`config.mk`:
```
export PLATFORM = sky130hd
export DESIGN_NAME = mpps_front_flat
export DESIGN_NICKNAME = d
export VERILOG_FILES = /design/src/mpps_pkg.sv /design/src/mpps_if.sv /design/src/mpps_front.sv /design/src/flat_wrapper.sv
export SDC_FILE = /design/constraint.sdc
export NUM_CORES = 2
export LEC_CHECK = 0
export BUFFER_PORTS_ARGS = -buffer_cell sky130_fd_sc_hd__buf_2
export CELL_PAD_IN_SITES_DETAIL_PLACEMENT = 2
export CELL_PAD_IN_SITES_GLOBAL_PLACEMENT = 2
export CORE_MARGIN = 2
export CORE_UTILIZATION = 41
export CTS_BUF_LIST = sky130_fd_sc_hd__clkbuf_2
export DETAILED_ROUTE_END_ITERATION = 12
export PLACE_DENSITY_LB_ADDON = 0.1
export SETUP_SLACK_MARGIN = 0.5
export SLEW_MARGIN = 20
export SYNTH_ARGS = -nofsm -noshare
export SYNTH_HDL_FRONTEND = slang
export SYNTH_SLANG_ARGS = --single-unit
```
`constraint.sdc`:
```
create_clock -name clk -period 13.9 [get_ports clk]
set_clock_uncertainty 0.05 [all_clocks]
set_input_delay 1.39 -clock clk [delete_from_list [all_inputs] [get_ports clk]]
set_output_delay 1.39 -clock clk [all_outputs]
set_load 0.02 [all_outputs]
```
`src/mpps_pkg.sv`:
```
package mpps_pkg;

    localparam int COORD_W  = 24;
    localparam int DIFF_W   = 25;
    localparam int R2_W     = 48;
    localparam int ENERGY_W = 40;
    localparam int TAB_W    = 18;

    localparam logic [21:0] MORSE_D  = 22'd2402812;
    localparam logic [19:0] MORSE_A  = 20'd963379;
    localparam logic [14:0] MORSE_R0 = 15'd17367;
    localparam logic [16:0] LOG2E    = 17'd94548;
    localparam longint unsigned LN2_Q30 = 64'd744261118;

    localparam logic signed [ENERGY_W-1:0] SUM_MAX = {1'b0, {(ENERGY_W-1){1'b1}}};
    localparam logic signed [ENERGY_W-1:0] SUM_MIN = {1'b1, {(ENERGY_W-1){1'b0}}};

    typedef struct packed {
        logic            contrib;
        logic            last;
        logic [R2_W-1:0] r2;
    } job_t;

    typedef enum logic [1:0] {
        F_IDLE,
        F_MUL,
        F_PUSH
    } front_state_t;

    typedef enum logic [3:0] {
        B_IDLE,
        B_SQRT,
        B_XMUL,
        B_ZMUL,
        B_POS,
        B_TAB0,
        B_TAB1,
        B_INTERP,
        B_SHIFT,
        B_SQ,
        B_DM,
        B_ACC
    } back_state_t;

endpackage

```
`src/mpps_if.sv`:
```
interface mpps_in_if;
    logic               valid;
    logic               ready;
    logic signed [23:0] point_x;
    logic signed [23:0] point_y;
    logic signed [23:0] point_z;
    logic signed [23:0] atom_x;
    logic signed [23:0] atom_y;
    logic signed [23:0] atom_z;
    logic               is_gold;
    logic               last_atom;

    modport source (
        output valid, point_x, point_y, point_z, atom_x, atom_y, atom_z, is_gold, last_atom,
        input  ready
    );
    modport sink (
        input  valid, point_x, point_y, point_z, atom_x, atom_y, atom_z, is_gold, last_atom,
        output ready
    );
endinterface


```
`src/mpps_front.sv`:
```
module mpps_front #(
    parameter int COORD_FRAC_BITS = 16
) (
    input  logic          clk,
    input  logic          rst_n,
    mpps_in_if.sink       in_item,
    output mpps_pkg::job_t job,
    output logic          job_valid,
    input  logic          job_ready
);
    import mpps_pkg::*;

    localparam logic [50:0] R2_LIM = 51'(1) << (2 * COORD_FRAC_BITS);

    front_state_t             state_reg, state_next;
    logic [1:0]               cnt_reg;
    logic signed [DIFF_W-1:0] d_reg [3];
    logic                     gold_reg;
    logic                     last_reg;
    logic [50:0]              acc_reg;
    logic signed [49:0]       sq;

    assign sq = d_reg[cnt_reg] * d_reg[cnt_reg];

    always_comb
    begin
        state_next = state_reg;
        unique case (state_reg)
            F_IDLE:
            begin
                if (in_item.valid)
                begin
                    state_next = F_MUL;
                end
            end
            F_MUL:
            begin
                if (cnt_reg == 2'd2)
                begin
                    state_next = F_PUSH;
                end
            end
            F_PUSH:
            begin
                if (job_ready)
                begin
                    state_next = F_IDLE;
                end
            end
            default: state_next = F_IDLE;
        endcase
    end

    always_comb
    begin
        in_item.ready = (state_reg == F_IDLE);
        job_valid     = (state_reg == F_PUSH);
        job.contrib   = gold_reg && (acc_reg < R2_LIM);
        job.last      = last_reg;
        job.r2        = acc_reg[R2_W-1:0];
    end

    always_ff @(posedge clk or negedge rst_n)
    begin
        if (!rst_n)
        begin
            state_reg <= F_IDLE;
        end
        else
        begin
            state_reg <= state_next;
        end
    end

    always_ff @(posedge clk)
    begin
        if (state_reg == F_IDLE && in_item.valid)
        begin
            d_reg[0] <= DIFF_W'(in_item.atom_x) - DIFF_W'(in_item.point_x);
            d_reg[1] <= DIFF_W'(in_item.atom_y) - DIFF_W'(in_item.point_y);
            d_reg[2] <= DIFF_W'(in_item.atom_z) - DIFF_W'(in_item.point_z);
            gold_reg <= in_item.is_gold;
            last_reg <= in_item.last_atom;
            acc_reg  <= '0;
            cnt_reg  <= '0;
        end
        else if (state_reg == F_MUL)
        begin
            acc_reg <= acc_reg + 51'($unsigned(sq));
            cnt_reg <= cnt_reg + 2'd1;
        end
    end

endmodule

```
`src/flat_wrapper.sv`:
```
// flat-port wrapper written by rule: the top's interface ports become plain ports
module mpps_front_flat import mpps_pkg::*;
#(
    parameter int COORD_FRAC_BITS = 16
)
  (clk, rst_n, job, job_valid, job_ready, in_item_valid, in_item_point_x, in_item_point_y, in_item_point_z, in_item_atom_x, in_item_atom_y, in_item_atom_z, in_item_is_gold, in_item_last_atom, in_item_ready);
  mpps_in_if in_item_i ();
  input  logic clk;
  input  logic rst_n;
  output mpps_pkg::job_t job;
  output logic job_valid;
  input  logic job_ready;
  input wire logic [$bits(in_item_i.valid)-1:0] in_item_valid;
  input wire logic [$bits(in_item_i.point_x)-1:0] in_item_point_x;
  input wire logic [$bits(in_item_i.point_y)-1:0] in_item_point_y;
  input wire logic [$bits(in_item_i.point_z)-1:0] in_item_point_z;
  input wire logic [$bits(in_item_i.atom_x)-1:0] in_item_atom_x;
  input wire logic [$bits(in_item_i.atom_y)-1:0] in_item_atom_y;
  input wire logic [$bits(in_item_i.atom_z)-1:0] in_item_atom_z;
  input wire logic [$bits(in_item_i.is_gold)-1:0] in_item_is_gold;
  input wire logic [$bits(in_item_i.last_atom)-1:0] in_item_last_atom;
  output wire logic [$bits(in_item_i.ready)-1:0] in_item_ready;
  assign in_item_i.valid = in_item_valid;
  assign in_item_i.point_x = in_item_point_x;
  assign in_item_i.point_y = in_item_point_y;
  assign in_item_i.point_z = in_item_point_z;
  assign in_item_i.atom_x = in_item_atom_x;
  assign in_item_i.atom_y = in_item_atom_y;
  assign in_item_i.atom_z = in_item_atom_z;
  assign in_item_i.is_gold = in_item_is_gold;
  assign in_item_i.last_atom = in_item_last_atom;
  assign in_item_ready = in_item_i.ready;
  mpps_front #(.COORD_FRAC_BITS(COORD_FRAC_BITS)) u_core (.clk(clk), .rst_n(rst_n), .in_item(in_item_i), .job(job), .job_valid(job_valid), .job_ready(job_ready));
endmodule
```
==> results by group <==
Status
  • Outcome: finished clean

Detailed routing
  • DRT antenna net count: 0
  • Routed wire per std cell: 23.88 um
  • Vias/cell: 5.311
  • DRC violations left: 0
  • Via count: 25,038
  • WL final: 112,600 um
  • Initial DRC Count: 1,154
  • Detailed Routing Iterations Pass 1: 4

Yosys
  • Post-synth top area cell: fa_1
  • Post-synth EDFFs: 77
  • Post-synth cell types: 83
  • Synth Instances: 3,557
  • Post-Syn Nets: 4,590
  • Top cells by count, synth: inv_1 (836), fa_1 (607), nand2_1 (356)
  • Synth top area cells: fa_1 (38%), ha_1 (11%), inv_1 (9.8%)
  • Post-synth top flop: edfxtp_1
  • Post-synthesis sequential area ratio: 10.86%
  • Yosys reg bits: 134
  • Async SR Flop Fraction: 1.493%
  • Most frequent cell after synthesis: inv_1
  • Synth warn: 0
  • Mapped cell area: 31,890 um^2
  • Syn Area/Cell: 8.966 um^2
  • Synth top area share: 38.10%

Floorplan
  • Num rows: 102
  • Initial Utilization: 41.30%
  • Chip height: 282.9 um
  • Core area: 77,210 um^2
  • Width of the die: 282.9 um
  • Top Ports: 202
  • Die area: 80,030 um^2

Timing
  • Fin crit share: 87.24%
  • RSZ-0062 raised after global routing: no
  • Worst rel slew slack: 31.62%
  • Post-route setup TNS: 0 ns
  • Fmax achieved: 82.47 MHz
  • Final setup fails: 0
  • Worst Max-Slew Pin Slew: 1.019 ns
  • Fin crit period: 12.13 ns
  • Fin. max-slew vios: 0
  • Final Hold Fails: 0

Critical path
  • Setup crit start kind: register
  • Worst setup EP type: register
  • Critical path arrival: 12.96 ns
  • Critical Path Fanout Max: 27
  • Crit Path Category: register to register
  • CP peak stage delay: 1.06 ns
  • Slowest cell on crit path: clkinv_1
  • Crit-path most repeated cell: fa_1
  • CP required: 14.73 ns

Place
  • PortBufs: 201
  • Gpl congestion: 0.9272
  • Post-DP HPWL: 96,770 um

Clock tree
  • Clock tree root driver cell: clkbuf_2
  • CTS tree: yes
  • CTS Hold Bufs: 1
  • CTS clk-pin slew, worst paths: 0.32 ns
  • Max Root-Sink Buffers: 2
  • CTS buffer count: 17
  • Post-CTS setup buffer count: 0
  • Worst-Skew Late Latency: 0.98 ns
  • Cts repair resizes: 0
  • Max H-tree Level: 4
  • Clock Sinks: 134

GRT
  • Initial antenna violation count: 1
  • Total gr overflow: 0
  • Total GRT Usage: 29.04%
  • Vias in the first global route: 29,811
  • Global-route wire length before repair: 174,300 um
  • Largest net degree at the start of global routing: 78

Cells and area
  • Largest register FFs: 75
  • Area Overhead vs Synth: 6.579%
  • # fillers: 8,623
  • Layout cell share with drive strength beyond 1: 8.304%
  • Nets: 4,693

Hold path
  • Worst Hold Class: register to register

Run
  • Max-cap viol count: 0
layout by cell type, fill, tap and decap left out, types with 12 or more instances in the layout:
cell type / instances
o21bai_1: 14
xor2_1: 52
a211oi_1: 20
a21oi_1: 180
nand2_1: 356
o21ai_1: 17
fa_1: 607
mux2i_1: 31
buf_4: 30
nor2_1: 225
edfxtp_1: 77
buf_2: 201
xnor2_1: 113
o21a_1: 40
o21ai_0: 82
and3_1: 23
dfxtp_1: 54
nor4_1: 12
clkbuf_2: 17
nor3_1: 20
nand4_1: 17
nand3_1: 46
nand2b_1: 14
a21o_1: 85
inv_1: 836
nor2b_1: 28
o211ai_1: 19
a31oi_1: 15
ha_1: 276
per-layer routing:
layer	part of all wire, %	vias up	GRT usage, %
met2	54	487	55.02
met3	2.8	169	2.470
met5	0	-	0
met4	3.9	0	10.50
met1	39	13114	34.01
li1	-	11268	-
worst max-delay path, delay by kind of cell (launching register included):
kind / cells / cell delay (ns)
AO/OA/AOI/OAI: 12 / 3.49
XOR/XNOR: 1 / 0.18
adder cells (fa/ha/maj): 9 / 4.17
buffers and inverters: 9 / 2.19
flip-flops: 1 / 0.54
AND/OR/NAND/NOR: 6 / 1.39
cell families (layout without fill, tap and decap cells):
kind of cell	count (synthesis)	in the layout	synth area share (%)
other	0	1	0
multiplexers	33	33	1.044
buffers and inverters	995	1111	12.32
AO/OA/AOI/OAI	561	561	11.56
XOR/XNOR	165	165	4.532
flip-flops	134	134	10.86
AND/OR/NAND/NOR	786	786	10.75
adder cells (fa/ha/maj)	883	883	48.93
stage by stage:
stage	util, %	setup WS, ns	hold slack, ns	cell area [um^2]	std cells
after global routing	44.02	1.167	0.4357	33990	4714
after floorplan	-	4.075	0.3871	31890	3557
after detailed placement	43.63	1.894	0.4276	33690	4680
after CTS	44.02	1.794	0.3784	33990	4713
after global placement	43.63	2.325	0.4080	33690	4680
final	44.02	1.774	0.4487	33990	4714
path summary, 6_finish.rpt:
kind | startpoint | end | slack [ns] | cells after the start
worst max-delay path | register | u_core.acc_reg[49]$_SDFFE_PP0P_ | 1.77 | 37
worst min-delay path | u_core.acc_reg[14]$_SDFFE_PP0P_ | u_core.acc_reg[14]$_SDFFE_PP0P_ | 0.45 | 2
worst max register to register | register | u_core.acc_reg[49]$_SDFFE_PP0P_ | 1.77 | 37
worst min register to register | u_core.acc_reg[14]$_SDFFE_PP0P_ | u_core.acc_reg[14]$_SDFFE_PP0P_ | 0.45 | 2
max in group asynchronous | rst_n | u_core.state_reg[0]$_DFFE_PN0P_ | 13.03 | 2
min in group asynchronous | rst_n | u_core.state_reg[1]$_DFFE_PN0P_ | 0.67 | 2
area by class of cell:
class                   count  area (um^2)  share of cell area (%)
flip-flops and latches    134         3465                   10.19
diodes                      1        2.502                0.007362
well taps                1040         1301                   3.828
multi-input cells        2428        24510                   72.10
repair buffers            232         1241                   3.652
inverters                 847         3182                   9.361
clock inverters            15        205.2                  0.6037
clock buffers              17        85.08                  0.2503
Power is left out: the tool's default activity adds up to more than one toggle a clock period on the data nets, which glitch-free logic cannot reach.
