`src/mpps_pkg.sv`:
```
package mpps_pkg;

    localparam int COORD_W  = 24;
    localparam int DIFF_W   = 25;
    localparam int R2_W     = 48;
    localparam int ENERGY_W = 40;
    localparam int TAB_W    = 18;

    localparam logic [21:0] MORSE_D  = 22'd2402812;
    localparam logic [19:0] MORSE_A  = 20'd963379;
    localparam logic [14:0] MORSE_R0 = 15'd17367;
    localparam logic [16:0] LOG2E    = 17'd94548;
    localparam longint unsigned LN2_Q30 = 64'd744261118;

    localparam logic signed [ENERGY_W-1:0] SUM_MAX = {1'b0, {(ENERGY_W-1){1'b1}}};
    localparam logic signed [ENERGY_W-1:0] SUM_MIN = {1'b1, {(ENERGY_W-1){1'b0}}};

    typedef struct packed {
        logic            contrib;
        logic            last;
        logic [R2_W-1:0] r2;
    } job_t;

    typedef enum logic [1:0] {
        F_IDLE,
        F_MUL,
        F_PUSH
    } front_state_t;

    typedef enum logic [3:0] {
        B_IDLE,
        B_SQRT,
        B_XMUL,
        B_ZMUL,
        B_POS,
        B_TAB0,
        B_TAB1,
        B_INTERP,
        B_SHIFT,
        B_SQ,
        B_DM,
        B_ACC
    } back_state_t;

endpackage

```
`src/mpps_queue.sv`:
```
module mpps_queue (
    input  logic           clk,
    input  logic           rst_n,
    input  mpps_pkg::job_t wr_job,
    input  logic           wr_valid,
    output logic           wr_ready,
    output mpps_pkg::job_t rd_job,
    output logic           rd_valid,
    input  logic           rd_ready
);
    import mpps_pkg::*;

    job_t       mem_reg [2];
    logic       wr_ptr_reg;
    logic       rd_ptr_reg;
    logic [1:0] count_reg;
    logic       push;
    logic       pop;

    assign wr_ready = (count_reg != 2'd2);
    assign rd_valid = (count_reg != 2'd0);
    assign rd_job   = mem_reg[rd_ptr_reg];
    assign push     = wr_valid && wr_ready;
    assign pop      = rd_valid && rd_ready;

    always_ff @(posedge clk or negedge rst_n)
    begin
        if (!rst_n)
        begin
            wr_ptr_reg <= 1'b0;
            rd_ptr_reg <= 1'b0;
            count_reg  <= 2'd0;
        end
        else
        begin
            if (push)
            begin
                wr_ptr_reg <= ~wr_ptr_reg;
            end
            if (pop)
            begin
                rd_ptr_reg <= ~rd_ptr_reg;
            end
            if (push && !pop)
            begin
                count_reg <= count_reg + 2'd1;
            end
            else if (pop && !push)
            begin
                count_reg <= count_reg - 2'd1;
            end
        end
    end

    always_ff @(posedge clk)
    begin
        if (push)
        begin
            mem_reg[wr_ptr_reg] <= wr_job;
        end
    end

endmodule

```
`config.mk`:
```
export PLATFORM = sky130hd
export DESIGN_NAME = mpps_queue
export DESIGN_NICKNAME = d
export VERILOG_FILES = /design/src/mpps_pkg.sv /design/src/mpps_queue.sv
export SDC_FILE = /design/constraint.sdc
export NUM_CORES = 1
export LEC_CHECK = 0
export ABC_AREA = 1
export BUFFER_PORTS_ARGS = -buffer_cell sky130_fd_sc_hd__buf_4
export CAP_MARGIN = 20
export CORE_MARGIN = 3
export CORE_UTILIZATION = 47
export CTS_CLUSTER_DIAMETER = 80
export DETAILED_ROUTE_END_ITERATION = 12
export PLACE_DENSITY = 0.72
export SLEW_MARGIN = 5
export SYNTH_ARGS = -nofsm -noshare
export SYNTH_HDL_FRONTEND = slang
export SYNTH_SLANG_ARGS = --single-unit
```
`constraint.sdc`:
```
create_clock -name clk -period 3.05 [get_ports clk]
set_clock_uncertainty 0.1 [all_clocks]
set_input_delay 0.61 -clock clk [delete_from_list [all_inputs] [get_ports clk]]
set_output_delay 0.61 -clock clk [all_outputs]
set_load 0.05 [all_outputs]
```
==> flow_summary.ini, run 1 <==
[synthesis]
yosysSeqAreaShare_pct = 78.1
synth_area_leaders = edfxtp_1 (76%), nand2_1 (13%), nand2_2 (3.6%)
synth_area_leader_cell = edfxtp_1
synthesis.area_um2 = 3980
avgSynthCellArea_um2 = 13.7
ys_warn_count = 0
ys_types = 16
synth_top_cell_area_share_pct = 75.5
synth_edf_count = 100
synthCells = 290
synthAdderAreaFrac_pct = 0.315
syn_nets = 345
synth_compound_area_share_pct = 0
ys_seq_elements = 104
synthFlopType = edfxtp_1
synth.area.mux_share_pct = 0
synth_xor_area_share_pct = 0.441
synth_top_family_by_area = simple AND/OR/NAND/NOR gates
synth_simple_gate_area_share_pct = 17.2
ys_async_sr_fraction_pct = 3.85

[job]
drv_cap = 0

[finish]
syn_to_final_growth_pct = 26.8
finish.net_count = 456
fin_cells = 508
largest_reg_flops = 100
drive_gt1_share_pct = 37.4
diodes = 0
fin_util_pct = 63.2

[floorplanning]
die_h_um = 98.0
dieArea_um2 = 9600
core-area_um2 = 7970
io_pins = 106
fp-row-count = 32
die_w_um = 98.0
initial_core_util_pct = 49.9

[clock_network]
cts_root_buf = clkbuf_8
cts_resized = 0
post_cts_buffers = 0
cts.sinks = 104
h-tree-depth = 3
clk_latency_ns = 0.33
cts_tree = yes
cts_buffers = 9
path_clk_slew_ns = 0.09
ctsLongestPathBuffers = 2

[critical_path]
rr_startpoint = count_reg[0]$_DFFE_PN0P_
path_buf_inv = 2
r2r_end = mem_reg[1][49]$_DFFE_PP_
crit_cells = 4
crit_required_ns = 2.34
path_cells = buf_4 -> nand2_1 -> nand2_1 -> buf_4
cp-end-kind = output pin
crit_slowest_cell = dfrtp_2
arrival_ns = 1.89
cp-endpoint = rd_job[27]
crit_family = flip-flops
max_stage_delay_ns = 0.76
r2r_slack_ns = 1.48
critPathLaunch = rd_ptr_reg$_DFFE_PN0P_
startpoint_type = flip-flop
crit_fanout = 29
criticalPathCategory = reg -> out
reg2reg_depth = 5

[timing]
rsz0062_at_grt = no
setup_viol = 0
whs_ns = 0.346
max_freq_ghz = 0.384
min_period_over_period_pct = 85.4
maxSlewViolCount = 0
finalSetupTns_ns = 0
period_minus_slack_ns = 2.60
worstMarginPinSlew_ns = 0.607
hold_viol = 0
max_slew_margin_pct = 59.5

[global_route]
antenna_found_initial = 0
grt_pass1_wl_mm = 11.4
grt_use_total_pct = 15.2
grt_start_max_net_pins = 52
grt_pass1_vias = 2429
grt_remaining_overflow = 0

[power_and_ir_drop]
p_seq_share_pct = 36.2
internal_power_mw = 3.16
ir_drop_uv = 621
swShare_pct = 45.8
p_comb_share_pct = 48.6
p_switching_mw = 2.67
p_leak_nw = 2.16
p_clk_share_pct = 15.2
p_per_area_nw_per_um2 = 1160

[run_status]
outcome = completed

[placement]
place_congestion = 0.756
dp.cells = 491
portBuffers = 105
hpwlAfterDp_mm = 4.86

[hold_path]
min_path_type = in -> reg

[detailed_routing]
wire_per_inst_um = 14.4
first_pass_iters = 4
wl_mm = 7.32
drtIter0Drc = 108
drc = 0
via_per_inst = 4.69
detail-route-antenna-nets = 0
dr_total_vias = 2385
-- how the worst min path moves through the flow --
stage / slack [ns] / from / to / depth (start not counted)
4_1_cts: 0.32 / wr_job[29] / mem_reg[1][29]$_DFFE_PP_ / 1
3_3_place_gp: 0.31 / rst_n / count_reg[1]$_DFFE_PN0P_ / 1
2_1_floorplan: 0.21 / rst_n / count_reg[0]$_DFFE_PN0P_ / 0
6_report: 0.35 / wr_job[36] / mem_reg[1][36]$_DFFE_PP_ / 1
3_5_place_dp: 0.31 / rst_n / count_reg[1]$_DFFE_PN0P_ / 1
5_1_grt: 0.32 / wr_job[12] / mem_reg[1][12]$_DFFE_PP_ / 1
-- placed cells by master (no fill, tap or decap) --
cell / Yosys / final
buf_4: 4 / 110
bufinv_16: 0 / 2
clkbuf_1: 0 / 2
clkbuf_8: 0 / 9
clkinv_2: 0 / 2
dfrtp_1: 4 / 3
dfrtp_2: 0 / 1
dlygate4sd3_1: 0 / 1
edfxtp_1: 100 / 100
ha_1: 1 / 1
inv_1: 5 / 5
inv_2: 1 / 1
inv_6: 0 / 1
inv_8: 1 / 1
nand2_1: 137 / 137
nand2_2: 23 / 23
nand3_1: 2 / 2
nand4_1: 1 / 1
nor2_4: 0 / 2
xnor2_1: 1 / 1
xor2_1: 1 / 1
-- per-stage QoR --
stage | cell area (um2) | setup WS, ns | power, mW
5_1_grt | 5040 | 0.336 | 6.12
4_1_cts | 5040 | 0.400 | 5.88
3_5_place_dp | 4820 | 0.794 | 5.00
2_1_floorplan | 3980 | -0.406 | 4.25
6_report | 5040 | 0.446 | 5.82
3_3_place_gp | 4820 | 0.809 | 4.97
-- cell families after synthesis --
family | count (synthesis)
flops | 104
buf+inv | 18
xor+xnor | 2
simple gates | 165
fa+ha+maj | 1
-- repair_timing --
item,4_1_cts,5_1_grt
endpoints found under the hold margin,4,0
setup endpoints to repair,0,0
hold buffers,1,0
-- cell usage after synthesis, types with 2 or more instances --
cell type / number
nor2_1: 2
nand2_2: 23
buf_6: 5
dfrtp_1: 4
nand3_1: 2
nand2_1: 137
edfxtp_1: 100
inv_1: 5
buf_4: 4
buf_12: 2
-- layout make-up --
class / count / area [um2]
clock buffers: 11 / 131
clock inverters: 5 / 78.8
fillers: 619 / 2930
inverters: 7 / 33.8
multi-input cells: 168 / 727
flip-flops and latches: 104 / 3100
well taps: 102 / 128
repair buffers: 111 / 836
-- power groups by stage --
stage	clock, mW	combinational (mW)	sequential (mW)
floorplan	0	2.17	2.08
global placement	0	2.84	2.13
detailed placement	0	2.86	2.15
CTS	0.907	2.86	2.11
global route	0.967	3.01	2.14
finish	0.884	2.83	2.11
-- per-layer routing --
layer	track usage [%]	vias to the layer above	part of all wire, %
li1	-	1187	-
met1	18.8	1110	43
met2	24.9	84	49
met3	4.50	4	7.5
met4	6.39	0	0.71
met5	0	-	0
(Power assumes the default switching activity.)
==> run 2, diff against run 1 <==
CORE_MARGIN = unset   (was 3)
==> flow_summary.ini, run 2 (synthesized netlist as in run 1, its figures left out) <==
[run_status]
outcome = completed

[floorplanning]
dieArea_um2 = 8830
die_w_um = 94.0
die_h_um = 94.0
core-area_um2 = 8220
io_pins = 106
fp-row-count = 33
initial_core_util_pct = 48.4

[detailed_routing]
dr_total_vias = 2354
first_pass_iters = 4
drc = 0
wire_per_inst_um = 13.3
wl_mm = 6.81
drtIter0Drc = 95
via_per_inst = 4.61
detail-route-antenna-nets = 0

[critical_path]
max_stage_delay_ns = 0.57
rr_startpoint = count_reg[0]$_DFFE_PN0P_
cp-end-kind = output pin
crit_required_ns = 2.34
crit_fanout = 25
path_cells = buf_4 -> nand2_1 -> nand2_1 -> buf_4
r2r_slack_ns = 1.23
crit_slowest_cell = dfrtp_2
startpoint_type = flip-flop
criticalPathCategory = reg -> out
arrival_ns = 1.64
r2r_end = mem_reg[1][12]$_DFFE_PP_
reg2reg_depth = 5

[power_and_ir_drop]
ir_drop_uv = 688
p_clk_share_pct = 14.6
p_comb_share_pct = 49.4
p_seq_share_pct = 35.9
p_leak_nw = 2.14
p_per_area_nw_per_um2 = 1150
p_switching_mw = 2.68
power.total_mw = 5.77
swShare_pct = 46.4
internal_power_mw = 3.09

[placement]
portBuffers = 105
hpwlAfterDp_mm = 4.49
placed_area_um2 = 4830
place_congestion = 0.702
dp.cells = 494

[finish]
mostFrequentLayoutCell = nand2_1
syn_to_final_growth_pct = 26.8
fin_cells = 511
finish.net_count = 456
fill_cells = 654
drive_gt1_share_pct = 37.4
final_cell_mix = nand2_1 (137), buf_4 (109), edfxtp_1 (100)
fin_area_um2 = 5040
largest_reg_flops = 100
diodes = 0

[global_route]
gr-usage-met3_pct = 5.99
grt_pass1_vias = 2298
grt_start_max_net_pins = 52
use_met2_pct = 26.9
grt_pass1_wl_mm = 10.6
grt_use_total_pct = 16.5
met1_usage_pct = 19.6
antenna_found_initial = 0
grt_remaining_overflow = 0
top_usage_layer = met2

[timing]
setup_viol = 0
hold_viol = 0
maxSlewViolCount = 0
rsz0062_at_grt = no
min_period_over_period_pct = 77.0
period_minus_slack_ns = 2.35
max_freq_ghz = 0.426
whs_ns = 0.336
max_slew_margin_pct = 60.2
worstMarginPinSlew_ns = 0.596

[hold_path]
hold_end = mem_reg[1][37]$_DFFE_PP_
holdPathStages = 1
hold_start = wr_job[37]
min_path_type = in -> reg

[clock_network]
clk_latency_ns = 0.35
h-tree-depth = 3
cts.sinks = 104
cts_buffers = 9
cts_tree = yes
cts_root_buf = clkbuf_8
ctsLongestPathBuffers = 2
cts_resized = 0
post_cts_buffers = 0
path_clk_slew_ns = 0.10

[job]
drv_cap = 0
## run 2: what timing repair did
action	4_1_cts	5_1_grt
endpoints found under the setup margin	0	0
hold buffers	1	0
endpoints found under the hold margin	4	0
## run 2: worst max-delay path, delay by kind of cell, from the launching register on
| kind | cells | cell delay [ns] |
|---|---|---|
| buf+inv | 2 | 0.53 |
| flops | 1 | 0.57 |
| simple gates | 2 | 0.18 |
## run 2: how the worst max path moves through the flow
| stage | depth (start not counted) | endpoint | start |
|---|---|---|---|
| finish | 4 | rd_job[47] | rd_ptr_reg$_DFFE_PN0P_ |
| global route | 4 | rd_job[24] | rd_ptr_reg$_DFFE_PN0P_ |
| CTS | 4 | rd_job[47] | rd_ptr_reg$_DFFE_PN0P_ |
| detailed placement | 4 | mem_reg[1][30]$_DFFE_PP_ | wr_valid |
| global placement | 4 | mem_reg[1][33]$_DFFE_PP_ | wr_valid |
| floorplan | 4 | mem_reg[0][0]$_DFFE_PP_ | count_reg[0]$_DFFE_PN0P_ |
## run 2: cell type report
type / count / area [um2] / area share [%]
Clock buffer: 11 / 131 / 2.61
Clock inverter: 5 / 62.6 / 1.24
Inverter: 7 / 33.8 / 0.670
Multi-Input combinational cell: 168 / 727 / 14.4
Sequential cell: 104 / 3100 / 61.6
Tap cell: 105 / 131 / 2.61
Timing Repair Buffer: 111 / 848 / 16.8
## run 2: stage by stage
stage	util [%]	worst slack, ns	TNS [ns]
after floorplan	-	-0.406	-40.55
after global placement	58.8	1.04	0
after detailed placement	58.8	1.01	0
after CTS	61.3	0.669	0
after global routing	61.3	0.569	0
final	61.3	0.701	0
## run 2: power groups by stage
stage / Sequential [mW] / Combinational (mW) / Clock, mW
after floorplan: 2.08 / 2.17 / 0
after global placement: 2.10 / 2.87 / 0
after detailed placement: 2.11 / 2.88 / 0
after CTS: 2.08 / 2.89 / 0.857
after global routing: 2.11 / 3.05 / 0.906
final: 2.07 / 2.85 / 0.843
## run 2: per-layer routing
metal | vias to the layer above | routed length (um)
li1 | 1191 | -
met1 | 1077 | 2840
met2 | 77 | 3370
met3 | 9 | 521
met4 | 0 | 79
met5 | - | 0
==> run 3, diff against run 2 <==
ABC_AREA = 0   (was 1)
CORE_UTILIZATION = 52   (was 47)
PLACE_DENSITY = 0.76   (was 0.72)
clock period = 2.2 ns   (was 3.05 ns; I/O delays follow)
==> flow_summary.ini, run 3 <==
[finish]
fin_cells = 400
finish.net_count = 351
fin_area_um2 = 5180
mostFrequentLayoutCell = buf_4
syn_to_final_growth_pct = 27.6
largest_reg_flops = 100
fill_cells = 486
final_cell_mix = buf_4 (114), edfxtp_1 (100), mux2_4 (49)
diodes = 0
multi_input_area_um2 = 848
drive_gt1_share_pct = 61.1
fin_util_pct = 69.9
seqCellArea_um2 = 3110

[timing]
maxSlewViolCount = 0
hold_viol = 0
setup_viol = 0
period_minus_slack_ns = 2.14
rsz0062_at_grt = no
max_slew_margin_pct = 73.0
worstMarginPinSlew_ns = 0.406
min_period_over_period_pct = 97.3
finalSetupTns_ns = 0
max_freq_ghz = 0.467

[detailed_routing]
first_pass_iters = 4
via_per_inst = 4.86
dr_total_vias = 1944
drtIter0Drc = 64
drc = 0
detail-route-antenna-nets = 0
wire_per_inst_um = 16.2
wl_mm = 6.48

[synthesis]
synth_top_cell_area_share_pct = 74.1
synth_xor_area_share_pct = 1.08
ys_async_sr_fraction_pct = 3.85
synth_top_family_by_area = multiplexers
avgSynthCellArea_um2 = 23.3
synthesis.area_um2 = 4060
synthCells = 174
ys_seq_elements = 104
yosysSeqAreaShare_pct = 76.5
syn_nets = 229
synth_area_leaders = edfxtp_1 (74%), mux2_4 (18%), buf_12 (2.5%)
ys_types = 15
ys_warn_count = 0
synth_simple_gate_area_share_pct = 0.833
synth.area.mux_share_pct = 18.4
ys_top_cells_by_count = edfxtp_1 (100), mux2_4 (49), buf_12 (5)
synth_area_leader_cell = edfxtp_1
synthAdderAreaFrac_pct = 0.309
synth_edf_count = 100
synth_most_common_cell = edfxtp_1
synth_compound_area_share_pct = 0
synthFlopType = edfxtp_1

[clock_network]
cts.sinks = 104
cts_tree = yes
cts_buffers = 9
path_clk_slew_ns = 0.09
ctsLongestPathBuffers = 2
cts_root_buf = clkbuf_8
h-tree-depth = 3
clk_latency_ns = 0.34

[floorplanning]
dieArea_um2 = 8160
fp-row-count = 31
initial_core_util_pct = 54.7
io_pins = 106
die_h_um = 90.3
core-area_um2 = 7410
die_w_um = 90.3

[power_and_ir_drop]
p_per_area_nw_per_um2 = 1520
power.total_mw = 7.89
p_leak_nw = 2.10
ir_drop_uv = 859

[global_route]
grt_remaining_overflow = 0
grt_pass1_vias = 1995
grt_pass1_wl_mm = 9.79
antenna_found_initial = 0
grt_use_total_pct = 16.3
grt_start_max_net_pins = 32

[job]
drv_cap = 0

[critical_path]
arrival_ns = 1.60
crit_fanout = 8
crit_required_ns = 1.66
criticalPathCategory = reg -> out
cp-end-kind = output pin
startpoint_type = flip-flop

[run_status]
outcome = completed

[hold_path]
min_path_type = in -> reg

[placement]
placed_area_um2 = 4950
place_congestion = 0.659
hpwlAfterDp_mm = 4.56
dp.cells = 379
portBuffers = 105
-- run 3: cell types whose count changed in the layout (fill, tap and decap cells not counted), moves of 2 or more --
cell / previous run / this run
xnor2_1: 1 / 3
clkinv_2: 0 / 2
inv_6: 2 / 0
buf_4: 109 / 114
inv_1: 5 / 1
nand2_2: 23 / 0
mux2_4: 0 / 49
nand3_1: 2 / 0
nand2_1: 137 / 2
-- run 3: report_power, final --
group / internal, mW / leakage (nW) / switching, mW / total [mW]
registers: 2.71 / 0.975 / 0.160 / 2.87
clock network: 0.521 / 0.0937 / 0.586 / 1.11
logic: 1.50 / 1.03 / 2.40 / 3.91
-- run 3: kinds of logic (layout without fill, tap and decap cells) --
kind of cell  Yosys count  in the layout
flops                 104            104
buf+inv                 7            134
xor+xnor                5              5
mux                    50             50
simple gates            7              7
fa+ha+maj               1              1
-- run 3: metrics by stage --
stage	hold slack (ns)	worst slack [ns]
after floorplan	0.0444	0.0258
after global placement	0.140	0.326
after detailed placement	0.139	0.312
after CTS	0.152	0.0446
after global routing	0.142	0.00439
final	0.170	0.0594
-- run 3: worst paths after layout --
| path | start | endpoint | slack [ns] | depth (start not counted) |
|---|---|---|---|---|
| min | wr_job[28] | mem_reg[0][28]$_DFFE_PP_ | 0.17 | 1 |
| max | rd_ptr_reg$_DFFE_PN0P_ | rd_job[36] | 0.06 | 3 |
| min reg2reg | count_reg[0]$_DFFE_PN0P_ | count_reg[0]$_DFFE_PN0P_ | 0.43 | 1 |
| max reg2reg | count_reg[0]$_DFFE_PN0P_ | count_reg[1]$_DFFE_PN0P_ | 0.52 | 7 |
| min in group asynchronous | rst_n | wr_ptr_reg$_DFFE_PN0P_ | 0.32 | 2 |
| max in group asynchronous | rst_n | rd_ptr_reg$_DFFE_PN0P_ | 1.57 | 2 |
-- run 3: routing by layer --
layer / up-vias / global-route usage, % / wire length [um]
met2: 65 / 26.4 / 3300
met4: 0 / 5.24 / 36
li1: 919 / - / -
met3: 4 / 5.98 / 406
met1: 956 / 20.5 / 2740
met5: - / 0 / 0
-- run 3: layout make-up --
| type | count | share of cell area [%] |
|---|---|---|
| Clock buffer | 10 | 2.47 |
| Clock inverter | 6 | 1.16 |
| Inverter | 1 | 0.0725 |
| Multi-Input combinational cell | 63 | 16.4 |
| Sequential cell | 104 | 60.0 |
| Tap cell | 99 | 2.39 |
| Timing Repair Buffer | 117 | 17.5 |
-- run 3: critical path: stages, from the launching register on --
cell     delay [ns]
dfrtp_4        0.55
buf_4          0.19
mux2_4         0.32
buf_4          0.19
-- run 3: repair_timing --
action	CTS	global route
endpoints found under the setup margin	39	0
hold buffers	1	0
buffers inserted	4	0
hold endpoints to repair	4	0
resized for setup	0	0
